[config.mk]
export PLATFORM = sky130hd
export DESIGN_NAME = ljpfa_queue
export DESIGN_NICKNAME = d
export VERILOG_FILES = /design/src/sv/lj_pair_force_accumulator_defines.svh /design/src/sv/ljpfa_pkg.sv /design/src/sv/ljpfa_queue.sv
export SDC_FILE = /design/constraint.sdc
export NUM_CORES = 1
export LEC_CHECK = 0
export ABC_AREA = 1
export BUFFER_PORTS_ARGS = -buffer_cell sky130_fd_sc_hd__buf_2
export CORE_MARGIN = 2
export CORE_UTILIZATION = 55
export DETAILED_ROUTE_END_ITERATION = 10
export PLACE_DENSITY = 0.83
export SLEW_MARGIN = 20
export SYNTH_ARGS = -nofsm -noshare
export SYNTH_HDL_FRONTEND = slang
export SYNTH_SLANG_ARGS = --single-unit
[constraint.sdc]
create_clock -name i_clk -period 12.7 [get_ports i_clk]
set_input_delay 1.27 -clock i_clk [delete_from_list [all_inputs] [get_ports i_clk]]
set_output_delay 1.27 -clock i_clk [all_outputs]
set_load 0.01 [all_outputs]
[src/sv/lj_pair_force_accumulator_defines.svh]
// ----------------------------------------------------------------------------
// lj pair force accumulator assertion macros
// shared same-cycle and next-cycle implication property forms
// ----------------------------------------------------------------------------
`ifndef LJ_PAIR_FORCE_ACCUMULATOR_DEFINES_SVH
`define LJ_PAIR_FORCE_ACCUMULATOR_DEFINES_SVH

// same-cycle implication
`define LJPFA_ASSERT_IMP(lbl, clk, rstn, ante, cons, msg) \
    lbl: assert property (@(posedge clk) disable iff (!rstn) (ante) |-> (cons)) \
        else $error(msg);

// next-cycle implication
`define LJPFA_ASSERT_NEXT(lbl, clk, rstn, ante, cons, msg) \
    lbl: assert property (@(posedge clk) disable iff (!rstn) (ante) |=> (cons)) \
        else $error(msg);

`endif

[src/sv/ljpfa_pkg.sv]
// ----------------------------------------------------------------------------
// ljpfa_pkg
// types and constants of the lennard-jones pair force accumulator
// ----------------------------------------------------------------------------
package ljpfa_pkg;

    localparam int LJPFA_POS_FRAC_BITS = 16;
    localparam int LJPFA_FORCE_WIDTH   = 48;
    localparam int LJPFA_DIST_BITS     = 28;
    localparam int LJPFA_R2_WIDTH      = 2 * LJPFA_DIST_BITS + 2;

    localparam logic [31:0] LJPFA_CUTOFF_RESET = 32'd409600;
    localparam logic [63:0] LJPFA_ONE_Q32      = 64'h0000_0001_0000_0000;
    localparam logic [63:0] LJPFA_DIV24_LIMIT  = 64'h0AAA_AAAA_AAAA_AAAA;

    typedef struct packed {
        logic signed [31:0] centre_x;
        logic signed [31:0] centre_y;
        logic signed [31:0] centre_z;
        logic signed [31:0] neighbour_x;
        logic signed [31:0] neighbour_y;
        logic signed [31:0] neighbour_z;
        logic               pair_present;
        logic               last_of_atom;
    } t_in_item;

    typedef struct packed {
        logic signed [LJPFA_FORCE_WIDTH-1:0] force_x;
        logic signed [LJPFA_FORCE_WIDTH-1:0] force_y;
        logic signed [LJPFA_FORCE_WIDTH-1:0] force_z;
        logic                                saturated;
    } t_result;

    typedef struct packed {
        logic [2:0][LJPFA_DIST_BITS-1:0] mag;
        logic [2:0]                      pos;
        logic [2:0]                      nz;
        logic                            do_pair;
        logic                            last;
    } t_pair;

    typedef struct packed {
        logic full;
        logic empty;
    } t_q_stat;

endpackage

[src/sv/ljpfa_queue.sv]
// ----------------------------------------------------------------------------
// ljpfa_queue
// two-entry queue between the classifying front and the arithmetic back
// ----------------------------------------------------------------------------
module ljpfa_queue
    import ljpfa_pkg::*;
(
    input  logic    i_clk,
    input  logic    i_rst_n,
    input  logic    i_push_valid,
    output logic    o_push_ready,
    input  t_pair   i_push_data,
    output logic    o_pop_valid,
    input  logic    i_pop_ready,
    output t_pair   o_pop_data,
    output t_q_stat o_stat
);

    t_pair      r_mem [2];
    logic       r_wr;
    logic       r_rd;
    logic [1:0] r_cnt;
    logic       n_wr;
    logic       n_rd;
    logic [1:0] n_cnt;
    logic       w_push;
    logic       w_pop;

    assign o_push_ready = (r_cnt != 2'd2);
    assign o_pop_valid  = (r_cnt != 2'd0);
    assign o_pop_data   = r_mem[r_rd];
    assign o_stat.full  = (r_cnt == 2'd2);
    assign o_stat.empty = (r_cnt == 2'd0);

    assign w_push = i_push_valid && o_push_ready;
    assign w_pop  = i_pop_ready && o_pop_valid;

    always_comb begin
        n_wr  = w_push ? ~r_wr : r_wr;
        n_rd  = w_pop ? ~r_rd : r_rd;
        n_cnt = r_cnt + {1'b0, w_push} - {1'b0, w_pop};
    end

    always_ff @(posedge i_clk) begin
        if (!i_rst_n) begin
            r_wr  <= 1'b0;
            r_rd  <= 1'b0;
            r_cnt <= 2'd0;
        end else begin
            r_wr  <= n_wr;
            r_rd  <= n_rd;
            r_cnt <= n_cnt;
        end
    end

    always_ff @(posedge i_clk) begin
        if (w_push) begin
            r_mem[r_wr] <= i_push_data;
        end
    end

endmodule

Yosys cells after proc, flatten, opt, wreduce, memory -nomap -nowiden

Memory sizes are Yosys's and may differ from the RTL's. A register that Yosys moved wholly into a read port is not among the register bits.
Cells that the tools add are included.

Output and inout port bits: 96
RAM bits: 184
Register bits after elaboration: 4
Input port bits: 96
Memories kept: 1
Logic and storage cells: 18

Memory list:

| name  | depth | width | read ports | clocked after Yosys merged registers in | write ports | RTL line          | text |
|---|---|---|---|---|---|---|---|
| r_mem | 2     | 92    | 1          | 1                                       | 1           | ljpfa_queue.sv:19 | `t_pair r_mem [2];` |

Bitwise operators: 2
Add/subtract/negate cells: 2
Reduce and logical (&&, ||, !) cells: 4
Multiplexer cells: 4
Equality and inequality tests: 2

Operator list:

| cell                                        | number |
|---|---|
| 1-bit 2-to-1 mux                            | 4 |
| 2-bit by 1-bit adder with 2-bit output      | 1 |
| 2-bit equality test (second input constant) | 1 |
| 1-bit logical AND                           | 2 |
| 2-bit logical NOT                           | 1 |
| 2-bit != test (second input constant)       | 1 |
| 1-bit NOT                                   | 2 |
| 2-bit nonzero test                          | 1 |
| 2-bit by 1-bit subtractor with 2-bit output | 1 |

Logic depth before layout (Yosys ltp)

Depth in word-level cells: 4
Gate-level depth with buffers: 11
Gate-level depth less buffers: 11

Worst setup path before layout

Ideal clock, no wire load.

Path type: input-to-reg
Start point: in i_push_valid
End point: mem r_mem[0][0] (netlist bit) (enable)
Arrival time: 5,176 ps
Setup slack: 6,981 ps
Path buffers: 0
Setup time: 543 ps
Stages: 2
Path through: nand2_1 nor2_1

Cells in the longest elaborated chain, start to end: 3

Ends and longest elaborated chain:

| element                                | RTL line          | text |
|---|---|---|
| from (decl)                            | ljpfa_queue.sv:10 | `input logic i_push_valid,` |
| 1-bit logical AND                      | ljpfa_queue.sv:35 | `assign w_push = i_push_valid && o_push_ready;` |
| 1-bit 2-to-1 mux                       | ljpfa_queue.sv:57 | `if (w_push) begin` |
| 1-bit 2-to-1 mux (not written as such) | ljpfa_queue.sv:58 | `r_mem[r_wr] <= i_push_data;` |
| to (decl)                              | ljpfa_queue.sv:19 |  |

No other way between the ends.

==> metrics.md <==
| Metric | Value |
|---|---|
| Status | `finished clean` |
| Mean Syn Cell Area | `22.5 um^2` |
| Flop pwr share | `46.2%` |
| Setup WS post-layout | `8.83 ns` |
| Number of global-route vias before repair | `3725` |
| Synthesized area | `0.00729 mm^2` |
| Leakage | `3.55 nW` |
| Number of gates resized after CTS | `0` |
| ANT nets after route | `0` |
| CORE AREA | `0.0131 mm^2` |
| Final cell count without fillers | `718` |
| Cell accounting for the most synthesized area | `edfxtp_1` |
| Critical path launch point type | `flop` |
| RSZ-0062 raised after global routing | `false` |
| Root buffer cell | `clkbuf_16` |
| Area contributors post-synth | `edfxtp_1 76%, mux2_4 16%, buf_12 2.2%` |
| Syn nets | `422` |
| Max cap viols | `0` |
| Internal Power | `0.00134 W` |
| First-pass GRT wire length | `18.7 mm` |
| Die Ht | `119 um` |
| Critical path class | `reg2out` |
| Yosys reg bits | `189` |
| Count of nets after finishing | `626` |
| # rows | `42` |
| TritonCTS clock tree | `done` |
| Cts hold-fix bufs | `0` |
| DRC viols | `0` |
| Clock sink count | `189` |
| Total global routing overflow | `0` |
| Worst slack, placed | `9.23 ns` |
| Max transition margin | `29.3%` |
| Req. time, crit path | `11.43 ns` |
| PortBufs | `191` |
| Setup_tns | `0 ns` |
| Tcrit/Tclk final | `30.5%` |
| Synth Warn # | `0` |
| Layout Skew | `0.0105 ns` |
| Initial core utilization | `55.7%` |
| Initial antenna violation count | `2` |
| Setup bufs post-CTS | `0` |
| Area Overhead vs Synth | `22.6%` |
| Crit path DAT | `2.60 ns` |
| NetSw | `0.000458 W` |
| PD cells | `202 mW/mm^2` |
| Drt pass-1 iters | `4` |
| Comb pwr share | `24.2%` |
| CTS Buffer Depth | `2` |
| Gate Count Post-Synth | `324` |
| VDD IR-drop max | `0.198 mV` |
| Post-synth cell types | `13` |
| Die area | `0.0142 mm^2` |
| Final Hold Vio Count | `0` |
| Dpl hpwl | `8.24 mm` |
| Largest fanout on the critical path | `59` |
| H-tree depth | `4` |
| GRT Util Overall | `17.8%` |
| Min Tclk post-route | `3.87 ns` |
| Crit end category | `primary output` |
| First DRT Iteration DRCs | `258` |
| Clock power share | `29.6%` |
| Boundary pin count | `192` |
| Largest net degree at the start of global routing | `60` |
| Total wire length | `12.3 mm` |
| Avg Vias per Cell | `4.98` |
| Inst Count DP | `685` |
| Clk Latency, worst-skew pair | `0.42 ns` |
| Actual slew at the worst max-slew pin | `1.06 ns` |
| Max Fclk | `258 MHz` |
| Clk pin slew, worst setup/hold paths | `0.06 ns` |
| Yosys top cell area share | `75.8%` |
| DIE WIDTH | `119 um` |
| Routed wire per std cell | `17.1 um` |
| Sw Share | `25.4%` |
| Pins Over Slew Limit | `0` |
| Share of cells above drive strength 1 | `58.4%` |
| Hold WC Path Type | `reg2reg` |
| Hold Slack | `0.538 ns` |
| Final setup fails | `0` |
| Vias | `3579` |
| RD Place Congestion | `0.696` |
| Total clock buffers created by CTS | `17` |
| Sequential cell area fraction in the yosys report | `77.2%` |
[registers in the layout (all words and copies together) (netlist names), named ones only]
signal and cells:
r_rd 1, r_mem 184, r_wr 1, r_cnt 2
[Yosys cell counts (all sizes together)]
master	count
mux2	92
nor2	8
nand2	9
buf	10
edfxtp	184
nand3	3
inv	9
ha	2
dfxtp	5
a21oi	2
[power groups by stage]
stage	logic, W	clock network [W]	registers, W
floorplan	0.000336	0	0.000831
global placement	0.000431	0	0.000839
detailed placement	0.000442	0	0.000846
CTS	0.000443	0.000545	0.000834
global route	0.000469	0.000572	0.000841
finish	0.000437	0.000533	0.000832
[per-stage QoR]
stage	power (W)	area (um^2)	util, %
2_1_floorplan	0.00117	7290	-
3_3_place_gp	0.00127	8330	63.7
3_5_place_dp	0.00129	8330	63.7
4_1_cts	0.00182	8930	68.2
5_1_grt	0.00188	8930	68.2
6_report	0.00180	8930	68.3
[per-layer routing]
layer	wire (um)	vias up	global-route usage [%]
met5	13	-	0
met4	95	2	5.58
met3	1000	14	7.28
met2	6130	147	29.4
met1	5060	1742	21.4
li1	-	1674	-
[path summary, 6_finish.rpt]
path / slack [ns] / to / from / cells past startpoint
worst max-delay path: 8.83 / o_pop_data[62] / flop / 3
worst min-delay path: 0.54 / flop / r_rd / 2
worst max register to register: 10.46 / r_mem[1][54] / r_cnt[0] / 5
worst min register to register: 0.54 / flop / r_rd / 2
[layout make-up]
| type | count | area (um^2) |
|---|---|---|
| Clock buffer | 19 | 433 |
| Antenna cell | 1 | 2.50 |
| Clock inverter | 13 | 168 |
| Multi-Input combinational cell | 116 | 1460 |
| Tap cell | 176 | 220 |
| Timing Repair Buffer | 195 | 986 |
| Fill cell | 839 | 4150 |
| Inverter | 9 | 36.3 |
| Sequential cell | 189 | 5630 |
[worst max-delay path, cell delays in order, from the launching register on]
cell and delay [ns]:
dfxtp_4 0.72, buf_4 0.91, mux2_4 0.37, buf_2 0.14
[cells in the final DEF, fill, tap and decap left out]
cell and count:
a21oi_1 2, buf_2 191, buf_4 4, bufinv_16 4, clkbuf_1 2, clkbuf_16 17, clkinv_1 4, clkinv_2 3
dfxtp_1 4, dfxtp_4 1, diode_2 1, edfxtp_1 184, ha_1 2, inv_1 8, inv_4 1, inv_6 2
mux2_2 12, mux2_4 80, nand2_1 9, nand3_1 3, nor2_1 7, nor2_4 1
[cell families (layout without fill, tap and decap cells)]
group / count (synthesis) / after routing / share of synthesized area (%)
AO/OA/AOI/OAI: 2 / 2 / 0.137
adder cells (fa/ha/maj): 2 / 2 / 0.343
buffers and inverters: 19 / 236 / 2.88
flip-flops: 189 / 189 / 77.2
multiplexers: 92 / 92 / 18.3
other: 0 / 1 / 0
AND/OR/NAND/NOR: 20 / 20 / 1.08
Note: power is estimated with default switching activity, not from simulation.
