### config.mk
export PLATFORM = sky130hd
export DESIGN_NAME = ljpfa_front
export DESIGN_NICKNAME = d
export VERILOG_FILES = /design/src/sv/lj_pair_force_accumulator_defines.svh /design/src/sv/ljpfa_pkg.sv /design/src/sv/ljpfa_front.sv
export SDC_FILE = /design/constraint.sdc
export NUM_CORES = 1
export LEC_CHECK = 0
export ABC_AREA = 1
export BUFFER_PORTS_ARGS = -buffer_cell sky130_fd_sc_hd__buf_2
export CAP_MARGIN = 15
export CORE_ASPECT_RATIO = 1.4
export CORE_MARGIN = 2
export CORE_UTILIZATION = 30
export DETAILED_ROUTE_END_ITERATION = 10
export PLACE_DENSITY = 0.61
export SYNTH_ARGS = -nofsm -noshare
export SYNTH_HDL_FRONTEND = slang
export SYNTH_SLANG_ARGS = --single-unit
### constraint.sdc
create_clock -name vclk -period 4.9
set_input_delay 0.98 -clock vclk [all_inputs]
set_output_delay 0.98 -clock vclk [all_outputs]
set_load 0.05 [all_outputs]
### src/sv/lj_pair_force_accumulator_defines.svh
// ----------------------------------------------------------------------------
// lj pair force accumulator assertion macros
// shared same-cycle and next-cycle implication property forms
// ----------------------------------------------------------------------------
`ifndef LJ_PAIR_FORCE_ACCUMULATOR_DEFINES_SVH
`define LJ_PAIR_FORCE_ACCUMULATOR_DEFINES_SVH

// same-cycle implication
`define LJPFA_ASSERT_IMP(lbl, clk, rstn, ante, cons, msg) \
    lbl: assert property (@(posedge clk) disable iff (!rstn) (ante) |-> (cons)) \
        else $error(msg);

// next-cycle implication
`define LJPFA_ASSERT_NEXT(lbl, clk, rstn, ante, cons, msg) \
    lbl: assert property (@(posedge clk) disable iff (!rstn) (ante) |=> (cons)) \
        else $error(msg);

`endif

### src/sv/ljpfa_pkg.sv
// ----------------------------------------------------------------------------
// ljpfa_pkg
// types and constants of the lennard-jones pair force accumulator
// ----------------------------------------------------------------------------
package ljpfa_pkg;

    localparam int LJPFA_POS_FRAC_BITS = 16;
    localparam int LJPFA_FORCE_WIDTH   = 48;
    localparam int LJPFA_DIST_BITS     = 28;
    localparam int LJPFA_R2_WIDTH      = 2 * LJPFA_DIST_BITS + 2;

    localparam logic [31:0] LJPFA_CUTOFF_RESET = 32'd409600;
    localparam logic [63:0] LJPFA_ONE_Q32      = 64'h0000_0001_0000_0000;
    localparam logic [63:0] LJPFA_DIV24_LIMIT  = 64'h0AAA_AAAA_AAAA_AAAA;

    typedef struct packed {
        logic signed [31:0] centre_x;
        logic signed [31:0] centre_y;
        logic signed [31:0] centre_z;
        logic signed [31:0] neighbour_x;
        logic signed [31:0] neighbour_y;
        logic signed [31:0] neighbour_z;
        logic               pair_present;
        logic               last_of_atom;
    } t_in_item;

    typedef struct packed {
        logic signed [LJPFA_FORCE_WIDTH-1:0] force_x;
        logic signed [LJPFA_FORCE_WIDTH-1:0] force_y;
        logic signed [LJPFA_FORCE_WIDTH-1:0] force_z;
        logic                                saturated;
    } t_result;

    typedef struct packed {
        logic [2:0][LJPFA_DIST_BITS-1:0] mag;
        logic [2:0]                      pos;
        logic [2:0]                      nz;
        logic                            do_pair;
        logic                            last;
    } t_pair;

    typedef struct packed {
        logic full;
        logic empty;
    } t_q_stat;

endpackage

### src/sv/ljpfa_front.sv
// ----------------------------------------------------------------------------
// ljpfa_front
// forms distance vectors, drops far pairs and empty items, fills the queue
// ----------------------------------------------------------------------------
module ljpfa_front
    import ljpfa_pkg::*;
(
    input  logic     i_in_valid,
    output logic     o_in_ready,
    input  t_in_item i_in_data,
    output logic     o_push_valid,
    input  logic     i_push_ready,
    output t_pair    o_push_data
);

    logic [2:0][31:0] w_c;
    logic [2:0][31:0] w_n;
    logic [2:0][32:0] w_d;
    logic [2:0][32:0] w_abs;
    logic [2:0]       w_far;

    assign w_c = {i_in_data.centre_z, i_in_data.centre_y, i_in_data.centre_x};
    assign w_n = {i_in_data.neighbour_z, i_in_data.neighbour_y, i_in_data.neighbour_x};

    always_comb begin
        for (int k = 0; k < 3; k++) begin
            w_d[k]   = {w_n[k][31], w_n[k]} - {w_c[k][31], w_c[k]};
            w_abs[k] = w_d[k][32] ? (~w_d[k] + 33'd1) : w_d[k];
            w_far[k] = |w_abs[k][32:LJPFA_DIST_BITS];
            o_push_data.mag[k] = w_abs[k][LJPFA_DIST_BITS-1:0];
            o_push_data.nz[k]  = |w_d[k];
            o_push_data.pos[k] = !w_d[k][32] && (|w_d[k]);
        end
        o_push_data.do_pair = i_in_data.pair_present && !(|w_far);
        o_push_data.last    = i_in_data.last_of_atom;
    end

    assign o_in_ready   = i_push_ready;
    assign o_push_valid = i_in_valid && (o_push_data.do_pair || o_push_data.last);

endmodule

Word level (Yosys, flattened, before mapping)

Index checks and enable logic that the tools add are counted.

Register bits after elaboration: 0
Input port bits: 196
Output and inout bits: 94
Logic and storage cells: 26

$add $sub $neg: 6
Mux-type cells: 3
Bitwise operators: 3
Reductions and logical operators: 14

Operators with widths:

| kind                  | count |
|---|---|
| $add 33x1->33 const B | 3 |
| $mux 33               | 3 |
| $not 33->33           | 3 |
| $reduce_or 33->1      | 3 |
| $sub 32x32->33        | 3 |
| $reduce_or 15->1      | 1 |
| $logic_and 1x1->1     | 5 |
| $logic_not 1->1       | 4 |
| $logic_or 1x1->1      | 1 |

Logic depth before layout (Yosys ltp)

Gate-level depths: netlist of run 1.

Depth in word-level cells: 9
Depth in mapped cells: 26
Mapped depth without buffers: 26

Worst setup path after synthesis of run 1

No wires, ideal clock.

Path kind: input port to output port
Start: input i_in_data[66] (netlist bit)
End: output o_push_data[9] (netlist bit)
Arrival: 3,966 ps
Data required time: 3,920 ps
Setup slack: -46 ps
Cell stages on the path: 17
Path buffers: 3
Cell sequence: inv_1 -> ha_1 -> fa_1 -> inv_1 -> nand2_1 -> nand2_1 -> nand3_1 -> nand2_1 -> nand3_1 -> nand3_2 -> a21o_1 -> nand2_1 -> and2_1 -> buf_6 -> buf_6 -> buf_2 -> o21ai_0

RTL lines:

| element            | RTL line          | RTL |
|---|---|---|
| start: declaration | ljpfa_front.sv:10 | `input t_in_item i_in_data,` |
| end: declaration   | ljpfa_front.sv:13 | `output t_pair o_push_data` |

Final worst setup path of run 1

Start: input i_in_data[66] (netlist bit)
End: output o_push_valid

Cells in the longest elaborated chain, start to end: 9

Ends and longest elaborated chain:

| element               | RTL line          | RTL |
|---|---|---|
| $sub 32x32->33 (*)    | ljpfa_front.sv:27 | `w_d[k] = {w_n[k][31], w_n[k]} - {w_c[k][31], w_c[k]};` |
| $not 33->33           | ljpfa_front.sv:28 | `w_abs[k] = w_d[k][32] ? (~w_d[k] + 33'd1) : w_d[k];` |
| $add 33x1->33         | ljpfa_front.sv:28 |  |
| $mux 33 (*)           | ljpfa_front.sv:28 |  |
| $reduce_or 15->1 (*)  | ljpfa_front.sv:34 | `o_push_data.do_pair = i_in_data.pair_present && !(\|w_far);` |
| $logic_not 1->1 (*)   | ljpfa_front.sv:34 |  |
| $logic_and 1x1->1 (*) | ljpfa_front.sv:34 |  |
| $logic_or 1x1->1 (*)  | ljpfa_front.sv:39 | `assign o_push_valid = i_in_valid && (o_push_data.do_pair \|\| o_push_data.last);` |
| $logic_and 1x1->1 (*) | ljpfa_front.sv:39 |  |
| end: declaration      | ljpfa_front.sv:11 | `output logic o_push_valid,` |

Every way passes the cells marked *; elsewhere a longest branch is shown, timed or not.

==> reports/results.txt, run 1 <==
The run finished with clean final reports. The number of core rows was 84. The clock buffer instance count of the final layout was 0; the accumulated negative setup slack was 0 ns.

The die is 235 microns tall. The setup violation total in the final timing report came out at 0. The worst setup path is captured at an output port. Cells with a size suffix above 1 make up 28.2% of the layout. The global routing usage summed across all routing layers is 21.2%.

The wire length of the first global-routing pass is 69,700 microns. By startpoint and endpoint, the worst setup path is classified as in2out. After clock tree synthesis, the flow added hold-fix buffers numbering 0. Summing all multi-input logic gate instances after layout gives 0.0100 sq mm. The run gives 4,330 as the final-layout fill cell count. The largest net degree at the start of global routing is 16, and the final period utilization is 99.7%. The slew at the pin closest to its max-slew limit came out at 0.418 ns. The data arrival at the endpoint of the critical path came out at 3.90 ns.

For this block, the routed nets add up to 44,100 microns of wire. Of all nets on the critical path, the largest fanout is 4. Measured against its own limit, the worst slew margin works out to 72.0%.

Path class of the lowest-slack min-delay path: in2out. Top metal layer carrying routed signals: met5. 290 I/O pins were placed. The utilization after layout is 43.8%. The total power divided by cell area works out to 219 mW/mm^2. The area growth from synthesis to layout works out to 43.6%.

The initial core utilization is 30.5%, and the sequential cell count is 0. In the detailed route, the total length drawn on met3 is 2180 microns. The logs give 0.168 mV for the largest vdd supply drop and 0.967 for the routability-driven placement congestion ratio. The number of antenna violations at the first check in global routing was 7.

The count of input and output buffers was 288; the peak clock frequency supported by timing was 205 MHz. The area of the mapped netlist is 0.0115 sq mm, and the remaining global-route overflow is 0. The die covers 0.0398 sq mm. The tools report the share of synthesized area occupied by flip-flops and latches as 0%.

After routing the design area is 0.0165 sq mm. The analysis attributes to cell leakage a power of 10.3 nW. The net count of the finished layout is 3,309. The detailed-route via count came out at 15,700. The kind of launch point of the worst setup path is an input port. The run gives 22,500 microns as the met2 wirelength from detailed routing.

The number of nets still failing antenna checks after routing was 0; the number of iterations in the first detailed-routing pass was 5. Leaving out fill and tap cells, the most frequent cell in the layout is sky130_fd_sc_hd__nand2_1. The average vias per placed instance is 4.51, and the number of endpoints with negative hold slack in the final report is 0. After detailed routing, the wire length on met1 is 17,500 microns. The total area inside the core boundary comes to 0.0376 sq mm.

The number of nets in the synthesized netlist is 2,746. The register area is 0 sq um, and the number of DRC violations after detailed routing is 0. For the gate count after technology mapping, the log shows 2,448. After layout, the design draws a total of 3.60 mW. The critical path required time was 3.92 ns; the minimum clock period was 4.88 ns.

The top cell types in the final layout, fill and taps aside, are sky130_fd_sc_hd__nand2_1 (941), sky130_fd_sc_hd__inv_1 (554), sky130_fd_sc_hd__buf_4 (290). Counting distinct cell types in the post-synthesis netlist gives 36. The post-synthesis area per instance was 4.69 sq um. The run gives 0 as the number of warnings reported in the yosys synthesis log. In this run the cell area measured after placement is 0.0154 sq mm. Once detailed placement completed, the half-perimeter wirelength came to 39,300 microns.

The die is 169 microns wide. The wire length per cell is 12.7 microns. The tool flagged a number of max-cap violations equal to 0. The run gives 15,200 as the via count of the first global-routing pass. Setup repair after global routing could not meet its margin everywhere.

The count of routing violations after the opening detailed-route iteration came out at 703. The max-slew violation count was 0.
final cells by class:
class                      instances  share of cell area, %
inverter                         575                   13.2
timing repair buffer             574                   22.5
tap                              473                   3.59
antenna                            1                 0.0152
multi-input combinational       1860                   60.7
kinds of logic (layout without fill, tap and decap cells):
logic type               count (synthesis)  count (layout)  share of synthesized area, %
AO/OA/AOI/OAI                          123             123                          5.90
AND/OR/NAND/NOR                       1551            1552                          56.6
buffers and inverters                  589            1149                          19.8
XOR/XNOR                                83              83                          6.34
adder cells (fa/ha/maj)                102             102                          11.3
other                                    0               1                             0
where the power goes:
| group | switching [mW] | internal (mW) | total, mW |
|---|---|---|---|
| Clock | 0 | 0.0000000273 | 0.0000000273 |
| Sequential | 0 | 0 | 0 |
| Combinational | 2.40 | 1.20 | 3.60 |
per-stage QoR:
stage | hold slack [ns] | instances | setup slack, ns
after global routing | 1.96 | 3482 | -0.182
after global placement | 1.96 | 3459 | -0.138
after floorplan | 2.11 | 2448 | 0.0589
final | 1.96 | 3483 | 0.0152
after detailed placement | 1.96 | 3459 | -0.128
after CTS | 1.96 | 3460 | -0.0595
path summary, 6_finish.rpt:
path,from,endpoint,slack (ns),depth (start not counted)
setup / recovery,i_in_data[66],o_push_valid,0.02,24
hold / removal,i_push_ready,o_in_ready,1.96,0
critical path: stages:
cell and delay, ns:
sky130_fd_sc_hd__buf_6 0.07, sky130_fd_sc_hd__inv_2 0.03, sky130_fd_sc_hd__ha_4 0.15, sky130_fd_sc_hd__fa_2 0.58, sky130_fd_sc_hd__ha_4 0.14, sky130_fd_sc_hd__inv_2 0.04
sky130_fd_sc_hd__a21oi_2 0.08, sky130_fd_sc_hd__nand3_1 0.10, sky130_fd_sc_hd__nor2_1 0.14, sky130_fd_sc_hd__nand2_2 0.09, sky130_fd_sc_hd__nor2_4 0.15, sky130_fd_sc_hd__nand2_2 0.10
sky130_fd_sc_hd__nor2_4 0.13, sky130_fd_sc_hd__nand3_4 0.09, sky130_fd_sc_hd__nor2_4 0.16, sky130_fd_sc_hd__nand2_4 0.08, sky130_fd_sc_hd__nand3_2 0.07, sky130_fd_sc_hd__nand2_1 0.05
sky130_fd_sc_hd__nor2_1 0.08, sky130_fd_sc_hd__nand2_1 0.06, sky130_fd_sc_hd__nor2_2 0.08, sky130_fd_sc_hd__nand2_2 0.10, sky130_fd_sc_hd__a21oi_2 0.17, sky130_fd_sc_hd__buf_6 0.17
layer usage:
layer | vias up | global-route usage (%)
li1 | 8451 | -
met1 | 6752 | 23.1
met2 | 376 | 41.4
met3 | 108 | 2.61
met4 | 12 | 7.41
met5 | - | 0
synth_stat cells:
library cell               count  area share, %
sky130_fd_sc_hd__a21o_1        3           0.20
sky130_fd_sc_hd__a21oi_1      75            3.3
sky130_fd_sc_hd__a21oi_2       5           0.38
sky130_fd_sc_hd__a31oi_1       4           0.22
sky130_fd_sc_hd__and2_1       14           0.76
sky130_fd_sc_hd__and2_4        1          0.076
sky130_fd_sc_hd__and3_1        1          0.055
sky130_fd_sc_hd__buf_2         5           0.22
sky130_fd_sc_hd__buf_4         4           0.26
sky130_fd_sc_hd__buf_6         5           0.49
sky130_fd_sc_hd__fa_1          3           0.52
sky130_fd_sc_hd__ha_1         99             11
sky130_fd_sc_hd__inv_1       562             18
sky130_fd_sc_hd__inv_2        13           0.43
sky130_fd_sc_hd__nand2_1     993             32
sky130_fd_sc_hd__nand2_2      28            1.5
sky130_fd_sc_hd__nand3_1     202            8.8
sky130_fd_sc_hd__nand3_2       8           0.70
sky130_fd_sc_hd__nand3_4       1           0.15
sky130_fd_sc_hd__nand3b_1     11           0.72
sky130_fd_sc_hd__nand4_1      23            1.3
sky130_fd_sc_hd__nor2_1      217            7.1
sky130_fd_sc_hd__nor2_2       26            1.4
sky130_fd_sc_hd__nor2_4        2           0.20
sky130_fd_sc_hd__nor3_1       17           0.74
sky130_fd_sc_hd__nor3_2        5           0.44
sky130_fd_sc_hd__nor3_4        1           0.14
sky130_fd_sc_hd__o21ai_0      27            1.2
sky130_fd_sc_hd__o21ai_1       1          0.044
sky130_fd_sc_hd__o21ai_2       1          0.076
sky130_fd_sc_hd__o21ai_4       1           0.14
sky130_fd_sc_hd__o21bai_1      5           0.33
sky130_fd_sc_hd__o31ai_1       1          0.065
sky130_fd_sc_hd__or2_2         1          0.055
sky130_fd_sc_hd__xnor2_1      20            1.5
sky130_fd_sc_hd__xor2_1       63            4.8
timing repair:
item                       CTS  global route
pin swaps                    3            63
setup endpoints to repair   18            65
setup buffers                1            21
cloned                       0             1
gates resized for setup     19           229
Note: power is estimated with default switching activity, not from simulation.
==> inputs of run 2 (changes only) <==
CELL_PAD_IN_SITES_DETAIL_PLACEMENT = 1   (was unset)
CELL_PAD_IN_SITES_GLOBAL_PLACEMENT = 2   (was unset)
CORE_UTILIZATION = 23   (was 30)
PLACE_DENSITY = 0.9   (was 0.61)
SETUP_SLACK_MARGIN = 0.5   (was unset)
clock period = 4.28 ns   (was 4.9 ns; I/O delays follow)
==> run 2 against run 1 <==
The flow now finishes with violations (setup timing); count of clock-buffer cells in the layout unchanged; combinational power increased by 82%; via count increased by 21%; sequential share of layout area unchanged; flip-flop and latch count unchanged; critical path depth increased by 3; routed wire length increased by 64%; final cell count increased by 14%; critical path type unchanged; critical endpoint unchanged; largest power group unchanged.
==> reports/results.txt, run 2 (synthesis results as in run 1) <==
The run finished, with violations left. The checks that failed: setup timing. The via count of the first global-routing pass was 20,300; the number of nets still failing antenna checks after routing was 0.

Clock buffer instance count of the final layout: 0. Leading cell type in the layout, fill and taps excluded: sky130_fd_sc_hd__nand2_1. After filler insertion, the fill cell instance count of the layout stands at 6,487. The die covers 0.0517 sq mm. Global routing finished with a remaining overflow of 0. The run gives 0 as the max-slew violation count. The count of input and output buffers was 288; the utilization after layout was 47.8%. STA puts the critical path data arrival time at 4.13 ns.

The initialized floorplan defines 96 standard-cell rows. Summed over all layers, the routed wires come to 72,400 microns. The number of antenna violations at the first check in global routing is 1, and the largest vdd supply drop is 0.285 mV. Power spread over the standard cell area amounts to 279 mW/mm^2.

The relative slew slack came out at 70.4%. The path class of the lowest-slack min-delay path is in2out. The tools report the number of DRC violations after detailed routing as 0. After the last flow step, the layout net total stands at 3,623.

The count of hold-fix buffers inserted at cts is 0, and the setup violation total in the final timing report is 86. In the layout the commonest cells are sky130_fd_sc_hd__nand2_1 (827), sky130_fd_sc_hd__buf_4 (526), sky130_fd_sc_hd__inv_1 (502). At the worst endpoint, the required time is 3.42 ns. The worst setup path is of the in2out kind.

For the initial core utilization, the log shows 23.3%. Minimum clock period: 4.99 ns. Entering global routing, the biggest net connects 14 pins. The cell family with the largest share of critical-path delay is simple AND/OR/NAND/NOR gates.

For the reported leakage power, the log shows 12.9 nW. The worst setup path is launched from an input port. Routability-driven placement finished with a final weighted congestion of 0.942. The number of iterations in the first detailed-routing pass was 5; the final period utilization was 117%. The wire-length estimate of the detail-placed layout is 50,800 microns.

The floorplan die width works out to 193 microns. The post-route netlist has 46.8% of its cells at a drive strength greater than 1. For this run, the total global-route usage over all layers was measured as 23.9%. Setup repair after global routing could not meet its margin everywhere. Dividing the detail-routed via count by the number of cells gives 4.81. In this run the worst path has a maximum fanout of 4. For the register area, the log shows 0 sq um. The most numerous cell type found on the critical path is sky130_fd_sc_hd__nand2_1.

The overall die height is 268 microns. The highest cell delay on the worst timing path is 0.30 ns. The first routing iteration left 718 violations. Max-cap violations in this run came to 0. The endpoint kind of the worst setup timing path is an output port. Pin placement for this block handled 290 I/O pins. For the number of endpoints with negative hold slack in the final report, the log shows 0.

Total power for the finished layout comes to 6.54 mW. The wire length per cell was 18.3 microns; the wire length of the first global-routing pass was 99,300 microns. The area growth from synthesis to layout is 105%. The sequential cell count is 0, and the detailed-route via count is 19,100. The slew at the pin closest to its max-slew limit is 0.442 ns. The slowest library cell on the worst path is sky130_fd_sc_hd__ha_2. The total buffers and inverters traversed by the critical path was 5. The run gives -0.707 ns as the final critical-path setup slack. The area of the placeable core was 0.0491 sq mm; the peak clock frequency supported by timing was 201 MHz.
[run 2: cell type report]
type	count	area [sq um]	share of cell area (%)
multi-input cells	1859	13200	56.2
repair buffers	887	7210	30.7
inverters	575	2240	9.54
well taps	637	797	3.39
repair inverters	2	27.5	0.117
diodes	1	2.50	0.0107
[run 2: metal layers]
| metal | up-vias | global-route usage [%] | part of all wire (%) |
|---|---|---|---|
| li1 | 9028 | - | - |
| met1 | 9151 | 25.1 | 37 |
| met3 | 271 | 1.10 | 3.3 |
| met2 | 613 | 47.1 | 53 |
| met4 | 0 | 12.5 | 6.3 |
| met5 | - | 0 | 0 |
[run 2: where the power goes]
| part | switching, mW | total [mW] | internal (mW) |
|---|---|---|---|
| combinational | 3.85 | 6.54 | 2.69 |
| sequential | 0 | 0 | 0 |
| clock | 0 | 0.0000000313 | 0.0000000313 |
[run 2: final timing paths]
kind	depth (start not counted)	startpoint	slack, ns	to
setup / recovery	27	i_in_data[137]	-0.71	o_push_valid
hold / removal	0	i_push_ready	1.71	o_in_ready
[run 2: timing repair]
action / 4_1_cts / 5_1_grt
cloned: 5 / 1
gates resized for setup: 582 / 310
setup endpoints to repair: 89 / 89
pin swaps: 180 / 137
setup buffers: 73 / 50
[run 2: metrics by stage]
stage	setup WS (ns)	cell area, sq um	hold slack, ns	instances	setup TNS (ns)
6_report	-0.707	23500	1.71	3961	-17.20
2_1_floorplan	-0.0283	12800	1.86	2448	-0.0296
4_1_cts	-0.390	21700	1.71	3909	-5.51
3_3_place_gp	-0.656	18700	1.71	3831	-23.99
3_5_place_dp	-0.774	18700	1.71	3831	-32.82
5_1_grt	-0.841	23500	1.71	3961	-25.39
==> inputs of run 3 (changes only) <==
TNS_END_PERCENT = 5   (was unset)
==> run 3 against run 2 <==
The flow still finishes with violations (setup timing); worst hold slack about the same; critical path depth down 3; total power down 16%; via count down 4.3%; largest cell class unchanged; final cell count down 1.6%; maximum frequency up 5.1%; design area down 13%; critical endpoint unchanged; first-iteration DRC count down 23%; highest routed layer is now met5; non-clock buffer count down 62; setup slack better by 0.24 ns; flip-flop and latch count unchanged; combinational power down 16%.
==> reports/results.txt, run 3 (synthesis results as in run 1) <==
The run finished, with violations left. The final reports fail on setup timing. Registers take 0 sq um.

The tools report the relative slew slack as 66.5%. Setup repair after global routing could not meet its margin everywhere. Power spread over the standard cell area amounts to 267 mW/mm^2. The final period utilization is 111%. For the setup violation total in the final timing report, the log shows 54. For this run, the detailed router's first-pass iteration total came to 5. In this run the static leakage power is 12.0 nW. The total overflow left after global routing is 0.

After detailed routing, the average wire length per cell comes to 16.2 microns. The number of antenna violations at the first check in global routing was 1. The number of endpoints with negative hold slack in the final report was 0; the number of nets still failing antenna checks after routing was 0.

The repair_antennas step left the layout with diodes totalling 0. The die covers 0.0517 sq mm. The detailed-placement wirelength estimate is 51,100 microns, and the number of DRC violations after detailed routing is 0.

The path class of the lowest-slack min-delay path was in2out. For the max-slew violation count, the log shows 0. The library cells used most frequently in the layout, excluding fill and tap cells, are sky130_fd_sc_hd__nand2_1 (884), sky130_fd_sc_hd__inv_1 (548), sky130_fd_sc_hd__buf_4 (534). The tools report the kind of launch point of the worst setup path as an input port. Count of input and output buffers: 288.

In this run the vertical extent of the chip is 268 microns. The total routed wirelength is 63,000 microns, and the final non-filler cell total is 3,897. The largest vdd supply drop was 0.356 mV; the sequential cell count was 0.

Slowest library cell on the worst path: sky130_fd_sc_hd__fa_2. Minimum clock period: 4.75 ns. At the worst endpoint, the required time is 3.42 ns. The floorplan step set the die width to 193 microns. Endpoint kind of the worst setup timing path: an output port.

The critical setup path kind is in2out. Buffers inserted to repair hold after CTS numbered 0. The average vias per placed instance was 4.68; the max-cap violation count was 0.

Entering global routing, the biggest net connects 17 pins. Final hold analysis gives a worst-case slack of 1.71 ns. Routability-driven placement finished with a final weighted congestion of 0.950.

The logs give 3,560 for the net count reported at finish and 22.2% for the global routing usage summed across all routing layers. In this run the worst path has a maximum fanout of 3. Including well taps, the total number of placed cells is 3,822. The initial utilization of the core area, before any placement, comes to 23.3%. The peak clock frequency supported by timing was 211 MHz.

The leading cell type in the layout, fill and taps excluded was sky130_fd_sc_hd__nand2_1. The via count of the first global-routing pass is 19,600. Walking the worst path, the cells encountered are buf_8, inv_8, ha_4, fa_2, ha_4, inv_4, a21oi_4, nand3_2, nor2_2, nand2_2, nor2_4, nand2_2, nor2_4, nand3_4, nor2_4, nand2_2, buf_6, nor2_4, nand2_1, nand4_1, nor2_1, nand2_2, a21oi_4, buf_6. The detailed-route via count came out at 18,200.

The first global-routing pass estimated 92,600 microns of wire. The highest cell delay on the worst timing path is 0.57 ns. The fraction of layout cells with a size suffix above 1 is 40.0%, and the count of routing violations after the opening detailed-route iteration is 554. In this run the core area contains 96 standard-cell rows. For the final critical-path setup slack, the log shows -0.467 ns. Data arrival at the endpoint of the critical path: 3.89 ns. In the finished layout, the clock tree contains a buffer count of 0. 290 I/O pins were placed.

Relative to the synthesized area, the layout overhead comes to 78.2%. The logs give 6,752 for the final-layout fill cell count and 41.6% for the utilization after layout. The core region is 0.0491 sq mm.

For the pin with the worst max-slew slack, the measured transition is 0.500 ns.
## run 3: cell count changes in the layout (fill, tap and decap cells not counted), moves of 19 or more
cell | before | now
sky130_fd_sc_hd__inv_2 | 62 | 21
sky130_fd_sc_hd__ha_1 | 37 | 60
sky130_fd_sc_hd__buf_6 | 109 | 56
sky130_fd_sc_hd__buf_8 | 33 | 4
sky130_fd_sc_hd__ha_4 | 49 | 26
sky130_fd_sc_hd__nor2_4 | 54 | 29
sky130_fd_sc_hd__nand2_4 | 63 | 11
sky130_fd_sc_hd__nand2_1 | 827 | 884
sky130_fd_sc_hd__nor2_2 | 61 | 80
sky130_fd_sc_hd__xor2_2 | 16 | 35
sky130_fd_sc_hd__xor2_4 | 42 | 5
sky130_fd_sc_hd__inv_1 | 502 | 548
## run 3: per-stage QoR
step	area [sq um]	power [mW]	TNS, ns	worst slack [ns]
final	20400	5.47	-9.28	-0.467
after global routing	20400	5.81	-19.55	-0.663
after CTS	19100	5.02	-5.50	-0.354
after detailed placement	17800	4.67	-31.38	-0.736
after global placement	17800	4.55	-21.35	-0.633
after floorplan	11900	2.74	-0.0342	-0.0283
## run 3: area by class of cell
cell class                 instances  area (sq um)  area share, %
timing repair buffer             825          6190           30.3
timing repair inverter             1          8.76         0.0429
multi-input combinational       1859         11200           55.0
inverter                         575          2200           10.8
tap                              637           797           3.90
## run 3: power by group
group	total (mW)	switching, mW	leakage, nW	internal, mW
combinational	5.47	3.33	12.0	2.14
clock	0	0	0	0
sequential	0	0	0	0
total	5.47	3.33	12.0	2.14
## run 3: worst max-delay path: cells and delay by family
| family | cells | cell delay (ns) |
|---|---|---|
| simple gates | 14 | 1.50 |
| fa+ha+maj | 3 | 0.88 |
| buf+inv | 5 | 0.44 |
| compound gates | 2 | 0.20 |
## run 3: path summary, 6_finish.rpt
kind | from | endpoint | slack, ns | cells past startpoint
setup / recovery | i_in_data[66] | o_push_valid | -0.47 | 24
hold / removal | i_push_ready | o_in_ready | 1.71 | 0
## run 3: metal layers
metal	global-route usage (%)	vias to the layer above	wire, microns
li1	-	8907	-
met1	20.3	8622	21500
met2	46.1	488	35100
met3	2.09	222	2200
met4	12.5	2	4250
met5	0	-	10
## run 3: timing repair
action	in CTS	in global routing
resized for setup	242	322
buffers inserted	51	23
setup endpoints to repair	89	89
cloned	1	0
pin swaps	57	67
